$ cat config.mk
export PLATFORM = sky130hd
export DESIGN_NAME = riff_wave_header_parser
export DESIGN_NICKNAME = d
export VERILOG_FILES = /design/src/sv/rwhp_pkg.sv /design/src/sv/rwhp_walker.sv /design/src/sv/rwhp_report.sv /design/src/sv/riff_wave_header_parser.sv
export VERILOG_INCLUDE_DIRS = /design/src /design/src/sv
export SDC_FILE = /design/constraint.sdc
export NUM_CORES = 2
export LEC_CHECK = 0
export BUFFER_PORTS_ARGS = -buffer_cell sky130_fd_sc_hd__buf_4
export CAP_MARGIN = 15
export CORE_ASPECT_RATIO = 1.25
export CORE_MARGIN = 8
export CORE_UTILIZATION = 24
export DETAILED_ROUTE_END_ITERATION = 6
export PLACE_DENSITY = 0.38
export SYNTH_ARGS = -nofsm -noshare
export SYNTH_HDL_FRONTEND = slang
export SYNTH_SLANG_ARGS = --single-unit
$ cat constraint.sdc
create_clock -name clk -period 7.8 [get_ports clk]
set_input_delay 1.17 -clock clk [delete_from_list [all_inputs] [get_ports clk]]
set_output_delay 1.17 -clock clk [all_outputs]
set_load 0.02 [all_outputs]
$ cat src/sv/assert_macros.svh
// assertion macros used by the top-level rtl file
// no dependencies; include by bare file name
`ifndef ASSERT_MACROS_SVH
`define ASSERT_MACROS_SVH

// condition must hold at every clock edge outside reset
`define ASSERT_ALWAYS(label, clk, rst_n, expr) \
    label: assert property (@(posedge clk) disable iff (!rst_n) (expr)) \
        else $error("%m: check failed");

// when ante holds, cons must hold in the cycle after
`define ASSERT_NEXT(label, clk, rst_n, ante, cons) \
    label: assert property (@(posedge clk) disable iff (!rst_n) (ante) |=> (cons)) \
        else $error("%m: check failed");

`endif

$ cat src/sv/rwhp_pkg.sv
// shared types and constants of the riff/wave header parser
// no dependencies
`default_nettype none

package rwhp_pkg;

    localparam int COUNT_BITS_DEF = 33;
    localparam int LIMIT_BITS     = 33;

    // little-endian four-character tags
    localparam logic [31:0] TAG_RIFF = 32'h4646_4952;
    localparam logic [31:0] TAG_WAVE = 32'h4556_4157;
    localparam logic [31:0] TAG_FMT  = 32'h2074_6d66;
    localparam logic [31:0] TAG_DATA = 32'h6174_6164;

    // status codes
    localparam logic [2:0] ST_OK          = 3'd0;
    localparam logic [2:0] ST_TRUNCATED   = 3'd1;
    localparam logic [2:0] ST_NOT_WAVE    = 3'd2;
    localparam logic [2:0] ST_MALFORMED   = 3'd3;
    localparam logic [2:0] ST_NO_FMT      = 3'd4;
    localparam logic [2:0] ST_NO_DATA     = 3'd5;
    localparam logic [2:0] ST_UNSUPPORTED = 3'd6;
    localparam logic [2:0] ST_EMPTY       = 3'd7;

    // header verdicts share the status encoding
    localparam logic [1:0] VERDICT_GOOD  = 2'd0;
    localparam logic [1:0] VERDICT_MAGIC = 2'd2;
    localparam logic [1:0] VERDICT_SIZE  = 2'd3;

    // configuration register indexes
    localparam int          CFG_INDEX_BITS = 2;
    localparam logic [1:0]  CFG_CHANNELS   = 2'd0;
    localparam logic [1:0]  CFG_RATE       = 2'd1;
    localparam logic [1:0]  CFG_BITS       = 2'd2;

    localparam logic [15:0] CHANNELS_RST = 16'd1;
    localparam logic [31:0] RATE_RST     = 32'd22050;
    localparam logic [15:0] BITS_RST     = 16'd8;

    typedef struct packed {
        logic [15:0] channels;
        logic [31:0] rate;
        logic [15:0] bits;
    } rwhp_cfg_t;

    // parse state captured on the last byte of a file
    typedef struct packed {
        logic [LIMIT_BITS-1:0] size;
        logic [LIMIT_BITS-1:0] limit;
        logic [1:0]            verdict;
        logic [2:0]            walk_err;
        logic                  fmt_seen;
        logic                  data_seen;
        logic [31:0]           start;
        logic [31:0]           length;
        logic [15:0][7:0]      fmt;
    } rwhp_snap_t;

    typedef struct packed {
        logic snap_valid;
        logic snap_free;
    } rwhp_flow_t;

endpackage

`default_nettype wire

$ cat src/sv/rwhp_walker.sv
// byte-by-byte header and chunk walker of the riff/wave parser
// depends on rwhp_pkg
`default_nettype none

module rwhp_walker
    import rwhp_pkg::*;
#(
    parameter int COUNT_BITS = COUNT_BITS_DEF
)
(
    input  wire logic       clk,
    input  wire logic       rst_n,
    input  wire logic       step,
    input  wire logic [7:0] file_byte,
    input  wire logic       final_byte,
    output rwhp_snap_t      snap
);

    typedef enum logic [2:0] {PH_HEADER, PH_CHUNK, PH_FMT, PH_SKIP, PH_DONE} phase_t;

    typedef struct packed {
        phase_t                phase;
        logic [LIMIT_BITS-1:0] cb;
        logic [LIMIT_BITS-1:0] gap;
        logic                  fail;
    } enter_t;

    localparam logic [COUNT_BITS-1:0] COUNT_MAX = {COUNT_BITS{1'b1}};

    // arrive at a chunk start p with g bytes left before the riff end
    function automatic enter_t enter_at(input logic [LIMIT_BITS-1:0] p,
                                        input logic [LIMIT_BITS-1:0] g);
        enter_t e;
        e.cb   = p + LIMIT_BITS'(8);
        e.gap  = g - LIMIT_BITS'(8);
        e.fail = 1'b0;
        if (g == '0)
            e.phase = PH_DONE;
        else if (g < LIMIT_BITS'(8))
        begin
            e.phase = PH_DONE;
            e.fail  = 1'b1;
        end
        else
            e.phase = PH_CHUNK;
        return e;
    endfunction

    phase_t                phase_reg, phase_next;
    logic [COUNT_BITS-1:0] seen_reg, seen_next;
    logic [LIMIT_BITS-1:0] limit_reg, limit_next;
    logic [LIMIT_BITS-1:0] cb_reg, cb_next;     // body start in chunk phase, else next chunk
    logic [LIMIT_BITS-1:0] gap_reg, gap_next;   // riff end minus cb
    logic [4:0]            cnt_reg, cnt_next;
    logic [31:0]           word_reg, word_next;
    logic [31:0]           tag_reg, tag_next;
    logic [31:0]           len_reg, len_next;
    logic [15:0][7:0]      fmt_reg, fmt_next;
    logic                  fmt_seen_reg, fmt_seen_next;
    logic                  data_seen_reg, data_seen_next;
    logic [31:0]           start_reg, start_next;
    logic [31:0]           size_reg, size_next;
    logic [1:0]            verdict_reg, verdict_next;
    logic [2:0]            err_reg, err_next;

    always_comb
    begin
        logic [31:0]           shift;
        logic [LIMIT_BITS-1:0] idx;
        logic [LIMIT_BITS-1:0] len33;
        logic [1:0]            hv;
        logic                  is_fmt;
        logic                  odd;
        enter_t                ent;
        logic                  do_enter;

        shift    = {file_byte, word_reg[31:8]};
        idx      = LIMIT_BITS'(seen_reg);
        len33    = LIMIT_BITS'(shift);
        odd      = shift[0];
        is_fmt   = (tag_reg == TAG_FMT) && !fmt_seen_reg;
        hv       = verdict_reg;
        ent      = enter_at(cb_reg, gap_reg);
        do_enter = 1'b0;

        phase_next     = phase_reg;
        seen_next      = seen_reg;
        limit_next     = limit_reg;
        cb_next        = cb_reg;
        gap_next       = gap_reg;
        cnt_next       = cnt_reg;
        word_next      = word_reg;
        tag_next       = tag_reg;
        len_next       = len_reg;
        fmt_next       = fmt_reg;
        fmt_seen_next  = fmt_seen_reg;
        data_seen_next = data_seen_reg;
        start_next     = start_reg;
        size_next      = size_reg;
        verdict_next   = verdict_reg;
        err_next       = err_reg;

        if (step && (seen_reg != COUNT_MAX))
        begin
            seen_next = seen_reg + COUNT_BITS'(1);
            unique case (phase_reg)
                PH_HEADER:
                begin
                    word_next = shift;
                    if (seen_reg[3:0] == 4'd3 && shift != TAG_RIFF)
                        verdict_next = VERDICT_MAGIC;
                    if (seen_reg[3:0] == 4'd7)
                        len_next = shift;
                    if (seen_reg[3:0] == 4'd11)
                    begin
                        if (shift != TAG_WAVE)
                            hv = VERDICT_MAGIC;
                        if (hv == VERDICT_GOOD && len_reg < 32'd4)
                            hv = VERDICT_SIZE;
                        verdict_next = hv;
                        if (hv != VERDICT_GOOD)
                            phase_next = PH_DONE;
                        else
                        begin
                            limit_next = LIMIT_BITS'(len_reg) + LIMIT_BITS'(8);
                            ent        = enter_at(LIMIT_BITS'(12),
                                                  LIMIT_BITS'(len_reg) - LIMIT_BITS'(4));
                            do_enter   = 1'b1;
                        end
                    end
                end
                PH_CHUNK:
                begin
                    word_next = shift;
                    cnt_next  = cnt_reg + 5'd1;
                    if (cnt_reg == 5'd3)
                        tag_next = shift;
                    if (cnt_reg == 5'd7)
                    begin
                        len_next = shift;
                        if (len33 > gap_reg)
                        begin
                            phase_next = PH_DONE;
                            err_next   = ST_TRUNCATED;
                        end
                        else if (is_fmt && shift < 32'd16)
                        begin
                            phase_next = PH_DONE;
                            err_next   = ST_MALFORMED;
                        end
                        else
                        begin
                            if (is_fmt)
                            begin
                                fmt_seen_next = 1'b1;
                                fmt_next      = '0;
                            end
                            else if (tag_reg == TAG_DATA && !data_seen_reg)
                            begin
                                data_seen_next = 1'b1;
                                start_next     = cb_reg[31:0];
                                size_next      = shift;
                            end
                            // pad byte would land on the riff end
                            if (odd && len33 == gap_reg)
                            begin
                                phase_next = PH_DONE;
                                err_next   = ST_TRUNCATED;
                            end
                            else if (shift == 32'd0)
                                do_enter = 1'b1;
                            else
                            begin
                                cb_next    = cb_reg + len33 + LIMIT_BITS'(odd);
                                gap_next   = gap_reg - len33 - LIMIT_BITS'(odd);
                                cnt_next   = 5'd0;
                                phase_next = is_fmt ? PH_FMT : PH_SKIP;
                            end
                        end
                    end
                end
                PH_FMT, PH_SKIP:
                begin
                    if (phase_reg == PH_FMT && cnt_reg < 5'd16)
                    begin
                        fmt_next[cnt_reg[3:0]] = file_byte;
                        cnt_next = cnt_reg + 5'd1;
                    end
                    if (idx + LIMIT_BITS'(1) == cb_reg)
                        do_enter = 1'b1;
                end
                PH_DONE:
                begin
                end
                default:
                begin
                end
            endcase

            if (do_enter)
            begin
                phase_next = ent.phase;
                cb_next    = ent.cb;
                gap_next   = ent.gap;
                cnt_next   = 5'd0;
                word_next  = '0;
                if (ent.fail)
                    err_next = ST_MALFORMED;
            end
        end

        snap.size      = LIMIT_BITS'(seen_next);
        snap.limit     = limit_next;
        snap.verdict   = verdict_next;
        snap.walk_err  = err_next;
        snap.fmt_seen  = fmt_seen_next;
        snap.data_seen = data_seen_next;
        snap.start     = start_next;
        snap.length    = size_next;
        snap.fmt       = fmt_next;

        // report taken, start over for the next file
        if (step && final_byte)
        begin
            phase_next     = PH_HEADER;
            seen_next      = '0;
            limit_next     = '0;
            cb_next        = LIMIT_BITS'(12);
            gap_next       = '0;
            cnt_next       = '0;
            word_next      = '0;
            tag_next       = '0;
            len_next       = '0;
            fmt_next       = '0;
            fmt_seen_next  = 1'b0;
            data_seen_next = 1'b0;
            start_next     = '0;
            size_next      = '0;
            verdict_next   = VERDICT_GOOD;
            err_next       = ST_OK;
        end
    end

    always_ff @(posedge clk or negedge rst_n)
    begin
        if (!rst_n)
        begin
            phase_reg     <= PH_HEADER;
            seen_reg      <= '0;
            limit_reg     <= '0;
            cb_reg        <= LIMIT_BITS'(12);
            gap_reg       <= '0;
            cnt_reg       <= '0;
            word_reg      <= '0;
            tag_reg       <= '0;
            len_reg       <= '0;
            fmt_reg       <= '0;
            fmt_seen_reg  <= 1'b0;
            data_seen_reg <= 1'b0;
            start_reg     <= '0;
            size_reg      <= '0;
            verdict_reg   <= VERDICT_GOOD;
            err_reg       <= ST_OK;
        end
        else
        begin
            phase_reg     <= phase_next;
            seen_reg      <= seen_next;
            limit_reg     <= limit_next;
            cb_reg        <= cb_next;
            gap_reg       <= gap_next;
            cnt_reg       <= cnt_next;
            word_reg      <= word_next;
            tag_reg       <= tag_next;
            len_reg       <= len_next;
            fmt_reg       <= fmt_next;
            fmt_seen_reg  <= fmt_seen_next;
            data_seen_reg <= data_seen_next;
            start_reg     <= start_next;
            size_reg      <= size_next;
            verdict_reg   <= verdict_next;
            err_reg       <= err_next;
        end
    end

endmodule

`default_nettype wire

$ cat src/sv/rwhp_report.sv
// snapshot register, status evaluation and result register
// depends on rwhp_pkg
`default_nettype none

module rwhp_report
    import rwhp_pkg::*;
(
    input  wire logic        clk,
    input  wire logic        rst_n,
    input  wire logic        snap_load,
    input  rwhp_snap_t       snap_in,
    input  rwhp_cfg_t        cfg,
    input  wire logic        out_stall,
    output logic             out_valid,
    output logic [2:0]       status,
    output logic [31:0]      payload_offset,
    output logic [31:0]      payload_length,
    output logic [31:0]      rate_found,
    output logic [15:0]      channels_found,
    output logic [15:0]      bits_found,
    output rwhp_flow_t       flow
);

    rwhp_snap_t  snap_reg;
    logic        snap_vld_reg;
    logic        out_free;
    logic        snap_move;

    logic [2:0]  st_next;
    logic [15:0] afmt, chans, align, bits;
    logic [31:0] rate, brate;

    assign out_free  = !out_valid || !out_stall;
    assign snap_move = snap_vld_reg && out_free;

    assign flow.snap_valid = snap_vld_reg;
    assign flow.snap_free  = !snap_vld_reg || snap_move;

    assign afmt  = {snap_reg.fmt[1],  snap_reg.fmt[0]};
    assign chans = {snap_reg.fmt[3],  snap_reg.fmt[2]};
    assign rate  = {snap_reg.fmt[7],  snap_reg.fmt[6],  snap_reg.fmt[5],  snap_reg.fmt[4]};
    assign brate = {snap_reg.fmt[11], snap_reg.fmt[10], snap_reg.fmt[9],  snap_reg.fmt[8]};
    assign align = {snap_reg.fmt[13], snap_reg.fmt[12]};
    assign bits  = {snap_reg.fmt[15], snap_reg.fmt[14]};

    always_comb
    begin
        if (snap_reg.size < LIMIT_BITS'(12))
            st_next = ST_TRUNCATED;
        else if (snap_reg.verdict != VERDICT_GOOD)
            st_next = {1'b0, snap_reg.verdict};
        else if (snap_reg.limit > snap_reg.size)
            st_next = ST_TRUNCATED;
        else if (snap_reg.walk_err != ST_OK)
            st_next = snap_reg.walk_err;
        else if (!snap_reg.fmt_seen)
            st_next = ST_NO_FMT;
        else if (!snap_reg.data_seen)
            st_next = ST_NO_DATA;
        else if (afmt != 16'd1 || chans != cfg.channels || rate != cfg.rate ||
                 bits != cfg.bits || align != 16'd1 || brate != cfg.rate)
            st_next = ST_UNSUPPORTED;
        else if (snap_reg.length == 32'd0)
            st_next = ST_EMPTY;
        else
            st_next = ST_OK;
    end

    always_ff @(posedge clk or negedge rst_n)
    begin
        if (!rst_n)
        begin
            snap_vld_reg   <= 1'b0;
            snap_reg       <= '0;
            out_valid      <= 1'b0;
            status         <= ST_OK;
            payload_offset <= '0;
            payload_length <= '0;
            rate_found     <= '0;
            channels_found <= '0;
            bits_found     <= '0;
        end
        else
        begin
            if (snap_load)
            begin
                snap_reg     <= snap_in;
                snap_vld_reg <= 1'b1;
            end
            else if (snap_move)
                snap_vld_reg <= 1'b0;

            if (snap_move)
            begin
                out_valid      <= 1'b1;
                status         <= st_next;
                payload_offset <= (st_next == ST_OK) ? snap_reg.start  : 32'd0;
                payload_length <= (st_next == ST_OK) ? snap_reg.length : 32'd0;
                rate_found     <= (st_next == ST_OK) ? rate  : 32'd0;
                channels_found <= (st_next == ST_OK) ? chans : 16'd0;
                bits_found     <= (st_next == ST_OK) ? bits  : 16'd0;
            end
            else if (!out_stall)
                out_valid <= 1'b0;
        end
    end

endmodule

`default_nettype wire

$ cat src/sv/riff_wave_header_parser.sv
// top level of the riff/wave header parser: input register, walker, report stage
// depends on rwhp_pkg, rwhp_walker, rwhp_report and assert_macros.svh
// throughput: one file byte per cycle, unless a final byte must wait for the snapshot slot
// an accepted final byte goes through the snapshot register into the result register, which raises out_valid
// a stalled result waits in the output register while bytes of the next file keep flowing
// reset: parse state and pipeline cleared, config regs back to 1 channel, 22050 Hz, 8 bits
`default_nettype none

`include "assert_macros.svh"

module riff_wave_header_parser
    import rwhp_pkg::*;
#(
    parameter int COUNT_BITS = COUNT_BITS_DEF
)
(
    input  wire logic                      clk,
    input  wire logic                      rst_n,
    // byte stream
    input  wire logic                      in_valid,
    output logic                           in_stall,
    input  wire logic [7:0]                file_byte,
    input  wire logic                      final_byte,
    // report
    output logic                           out_valid,
    input  wire logic                      out_stall,
    output logic [2:0]                     status,
    output logic [31:0]                    payload_offset,
    output logic [31:0]                    payload_length,
    output logic [31:0]                    rate_found,
    output logic [15:0]                    channels_found,
    output logic [15:0]                    bits_found,
    // configuration writes
    input  wire logic                      cfg_we,
    input  wire logic [CFG_INDEX_BITS-1:0] cfg_index,
    input  wire logic [31:0]               cfg_data
);

    // input register, one byte deep
    logic       in_vld_reg;
    logic [7:0] byte_reg;
    logic       last_reg;

    rwhp_cfg_t  cfg_reg;
    rwhp_snap_t snap;
    rwhp_flow_t flow;

    logic step;
    logic in_free;
    logic fields_zero;

    // a byte moves on unless it ends a file and the snapshot slot is still taken
    assign step     = in_vld_reg && (!last_reg || flow.snap_free);
    assign in_free  = !in_vld_reg || step;
    assign in_stall = !in_free;

    always_ff @(posedge clk or negedge rst_n)
    begin
        if (!rst_n)
        begin
            in_vld_reg <= 1'b0;
            byte_reg   <= '0;
            last_reg   <= 1'b0;
        end
        else if (in_free)
        begin
            in_vld_reg <= in_valid;
            if (in_valid)
            begin
                byte_reg <= file_byte;
                last_reg <= final_byte;
            end
        end
    end

    // configuration registers; the user must write them only while the block is idle (not enforced here)
    always_ff @(posedge clk or negedge rst_n)
    begin
        if (!rst_n)
        begin
            cfg_reg.channels <= CHANNELS_RST;
            cfg_reg.rate     <= RATE_RST;
            cfg_reg.bits     <= BITS_RST;
        end
        else if (cfg_we)
        begin
            unique case (cfg_index)
                CFG_CHANNELS: cfg_reg.channels <= cfg_data[15:0];
                CFG_RATE:     cfg_reg.rate     <= cfg_data;
                CFG_BITS:     cfg_reg.bits     <= cfg_data[15:0];
                default:
                begin
                end
            endcase
        end
    end

    // header check and chunk walk, one byte per step
    rwhp_walker #(
        .COUNT_BITS (COUNT_BITS)
    ) u_walker (
        .clk        (clk),
        .rst_n      (rst_n),
        .step       (step),
        .file_byte  (byte_reg),
        .final_byte (last_reg),
        .snap       (snap)
    );

    // status precedence and result register
    rwhp_report u_report (
        .clk            (clk),
        .rst_n          (rst_n),
        .snap_load      (step && last_reg),
        .snap_in        (snap),
        .cfg            (cfg_reg),
        .out_stall      (out_stall),
        .out_valid      (out_valid),
        .status         (status),
        .payload_offset (payload_offset),
        .payload_length (payload_length),
        .rate_found     (rate_found),
        .channels_found (channels_found),
        .bits_found     (bits_found),
        .flow           (flow)
    );

    // all payload fields of the result register are zero
    assign fields_zero = (payload_offset == 32'd0) && (payload_length == 32'd0) &&
                         (rate_found == 32'd0) && (channels_found == 16'd0) &&
                         (bits_found == 16'd0);

    // a waiting snapshot reaches an empty result register on the next edge
    `ASSERT_NEXT(a_snap_to_out, clk, rst_n, flow.snap_valid && !out_valid, out_valid)

    // a final byte that steps always leaves a snapshot behind
    `ASSERT_NEXT(a_final_makes_snap, clk, rst_n, step && last_reg, flow.snap_valid)

    // only a clean report carries payload fields
    `ASSERT_ALWAYS(a_zero_unless_ok, clk, rst_n, !out_valid || status == ST_OK || fields_zero)

endmodule

`default_nettype wire

==> flow_summary.yaml <==
place:
  pre_cts_ws_ps: 1860
  gp_congestion: 0.922
  dpl.hpwl_um: 132000
  portBuffers: 180
worst_setup_path:
  cp-end-kind: "flop"
  critPathTopFamily: "simple AND/OR/NAND/NOR gates"
  start_kind: "flop"
  path_buf_inv: 1
  path_cells: "ha_1 -> nand4_1 -> nor4_2 -> inv_1 -> nor4_1 -> ha_1 -> xor2_1 -> nor4_1 -> o2111ai_1 -> a2111oi_4 -> o2111ai_2 -> nor4_4 -> and2_4 -> o31ai_4 -> nand2_2 -> o21ai_1 -> a22o_1"
  worstPathArrival_ps: 6460
  critPathMaxStageDelay_ps: 640
  path_max_fanout: 32
  critical_path_class: "reg -> reg"
  cp_data_required_time_ps: 8440
  critPathSlowestCell: "nand2_2"
power:
  power.density_nw_per_um2: 256
  peakVddDrop_uv: 186
  power_leakage_nw: 24.4
finish:
  seq_area_um2: 22500
  multi_input_area_um2: 22400
  syn2layout_area_growth_pct: 17.2
  fillers: 20552
  final_nets: 5328
  finish.utilization_pct: 28.2
  drive_gt1_share_pct: 11.5
  largest_reg_flops: 137
global_route:
  grt_max_degree: 166
  first_global_vias: 37623
  grt_pass1_wl_um: 271000
  grt-ovfl-total: 0
  track_usage_pct: 17.2
  antenna_found_initial: 6
sta:
  finClkSkew_ps: 92.6
  setup_viol_count_final: 0
  max_freq_ghz: 0.172
  tightest_slew_ps: 1110
  setup_slack_ps: 1980
  hold_violations: 0
  rsz0062_at_grt: "false"
  fin_setup_tns_ps: 0
  fin_crit_sh_pct: 74.6
  max-slew-margin-rel_pct: 25.5
  slew_viol_final: 0
  fin_crit_ps: 5820
cts:
  cts.clk_slew.worst_paths_ps: 60
  htreeDepth: 3
  insertion_delay_ps: 770
  cts_buffers: 105
  clockBufferDepth: 3
  cts.sinks: 899
  cts_setup_buffers: 0
  cts_resized: 0
  clockRootBuffer: "clkbuf_16"
  cts_tree: "yes"
  holdBufCountCts: 0
logic_synthesis:
  netlist_instances: 5007
  synth_flop_cell: "dfrtp_1"
  synth_top_area_share_pct: 47.6
  synth_area_leaders: "dfrtp_1 48%, nand2_1 5.1%, nor2_1 5.0%, ha_1 4.4%, o21ai_0 4.1%"
  synthArstFlopShare_pct: 100
  ys_types: 106
  yosysMostFrequentCell: "dfrtp_1"
  yosys_warnings: 0
  synth.top_cells.by_count: "889 x dfrtp_1, 638 x nand2_1, 626 x nor2_1"
  ys_seq_area_share_pct: 48.2
  synth_top_cell_by_area: "dfrtp_1"
  ys_ff_latch: 899
  synth_edf_count: 0
  synth_nets: 5234
  avgSynthCellArea_um2: 9.33
  netlist_area_um2: 46700
route:
  vias_per_cell: 4.80
  wl_per_cell_um: 23.9
  vias: 37221
  first_pass_iters: 5
  drcViolationCount: 0
  wirelength_um: 185000
  drt_iter0_drc: 2802
  detail-route-antenna-nets: 0
floorplanning:
  dieWidth_um: 411
  row_count: 181
  core_area_um2: 194000
  pin_count: 181
  die_h_um: 509
  start_util_pct: 24.1
  fp.dieArea_um2: 209000
status:
  status: "completed"
worst_hold_path:
  hp-class: "in -> async"
flow_run:
  cap_violations: 0
[logic make-up after synthesis]
logic type      synth area share [%]
mux                             3.63
flops                           48.2
buf+inv                         4.08
xor+xnor                        5.65
simple gates                    18.0
fa+ha+maj                       5.00
compound gates                  15.5
[report_power, final]
group	switching (mW)	total (mW)	internal (mW)
clock	2.21	5.28	3.07
combinational	2.35	3.53	1.18
sequential	0.332	5.21	4.88
total	4.88	14.0	9.13
[layout by cell type, fill, tap and decap left out, types with 34 or more instances in the layout]
| master | Yosys | layout |
|---|---|---|
| inv_1 | 186 | 186 |
| and3_1 | 38 | 38 |
| a21oi_1 | 315 | 313 |
| mux2i_1 | 83 | 83 |
| clkbuf_16 | 0 | 105 |
| a21o_1 | 34 | 34 |
| dfrtp_1 | 889 | 889 |
| nor2_1 | 626 | 623 |
| nand2_1 | 638 | 637 |
| xor2_1 | 125 | 125 |
| o21ai_0 | 384 | 384 |
| xnor2_1 | 174 | 174 |
| nand4_1 | 79 | 79 |
| a22o_1 | 137 | 137 |
| nand3_1 | 84 | 83 |
| buf_4 | 3 | 266 |
| mux2_2 | 77 | 77 |
| ha_1 | 166 | 166 |
| nor4_1 | 77 | 74 |
| nor3_1 | 70 | 70 |
[final cells by class]
cell class / count / area share [%]
flip-flops and latches: 899 / 41.1
diodes: 1 / 0.00457
clock inverters: 36 / 0.960
multi-input cells: 3631 / 41.0
well taps: 2562 / 5.85
inverters: 186 / 1.28
repair buffers: 278 / 4.04
clock buffers: 159 / 5.77
[worst paths after layout]
check                                           startpoint                                      end  slack (ps)  depth (start not counted)
max reg2reg                 u_walker.seen_reg[0]$_DFF_PN0_         u_walker.gap_reg[16]$_DFFE_PN0P_        1980                         17
max in group asynchronous                            rst_n       u_report.snap_reg[228]$_DFFE_PN0P_        5530                          3
max                         u_walker.seen_reg[0]$_DFF_PN0_         u_walker.gap_reg[16]$_DFFE_PN0P_        1980                         17
min reg2reg                u_walker.fmt_reg[127]$_DFF_PN0_            u_report.bits[15]$_DFFE_PN0P_         470                          2
min                                                  rst_n  u_report.payload_offset[22]$_DFFE_PN0P_         340                          1
min in group clk           u_walker.fmt_reg[127]$_DFF_PN0_            u_report.bits[15]$_DFFE_PN0P_         470                          2
[metal layers]
| layer | share of wire, % | global-route usage, % |
|---|---|---|
| met5 | 0.014 | 0 |
| met4 | 3.5 | 6.04 |
| met2 | 48 | 29.5 |
| met1 | 44 | 22.3 |
| met3 | 3.8 | 2.26 |
[through the flow]
step | power [mW] | instance area (µm²) | instances | hold slack, ps
6_report | 14.0 | 54800 | 7752 | 338
5_1_grt | 14.7 | 54800 | 7752 | 320
4_1_cts | 14.2 | 54800 | 7751 | 281
3_5_place_dp | 8.81 | 51100 | 7556 | 462
3_3_place_gp | 8.83 | 51000 | 7554 | 456
2_1_floorplan | 7.30 | 46700 | 5007 | 438
No activity file was read; power rests on OpenSTA's default activity.
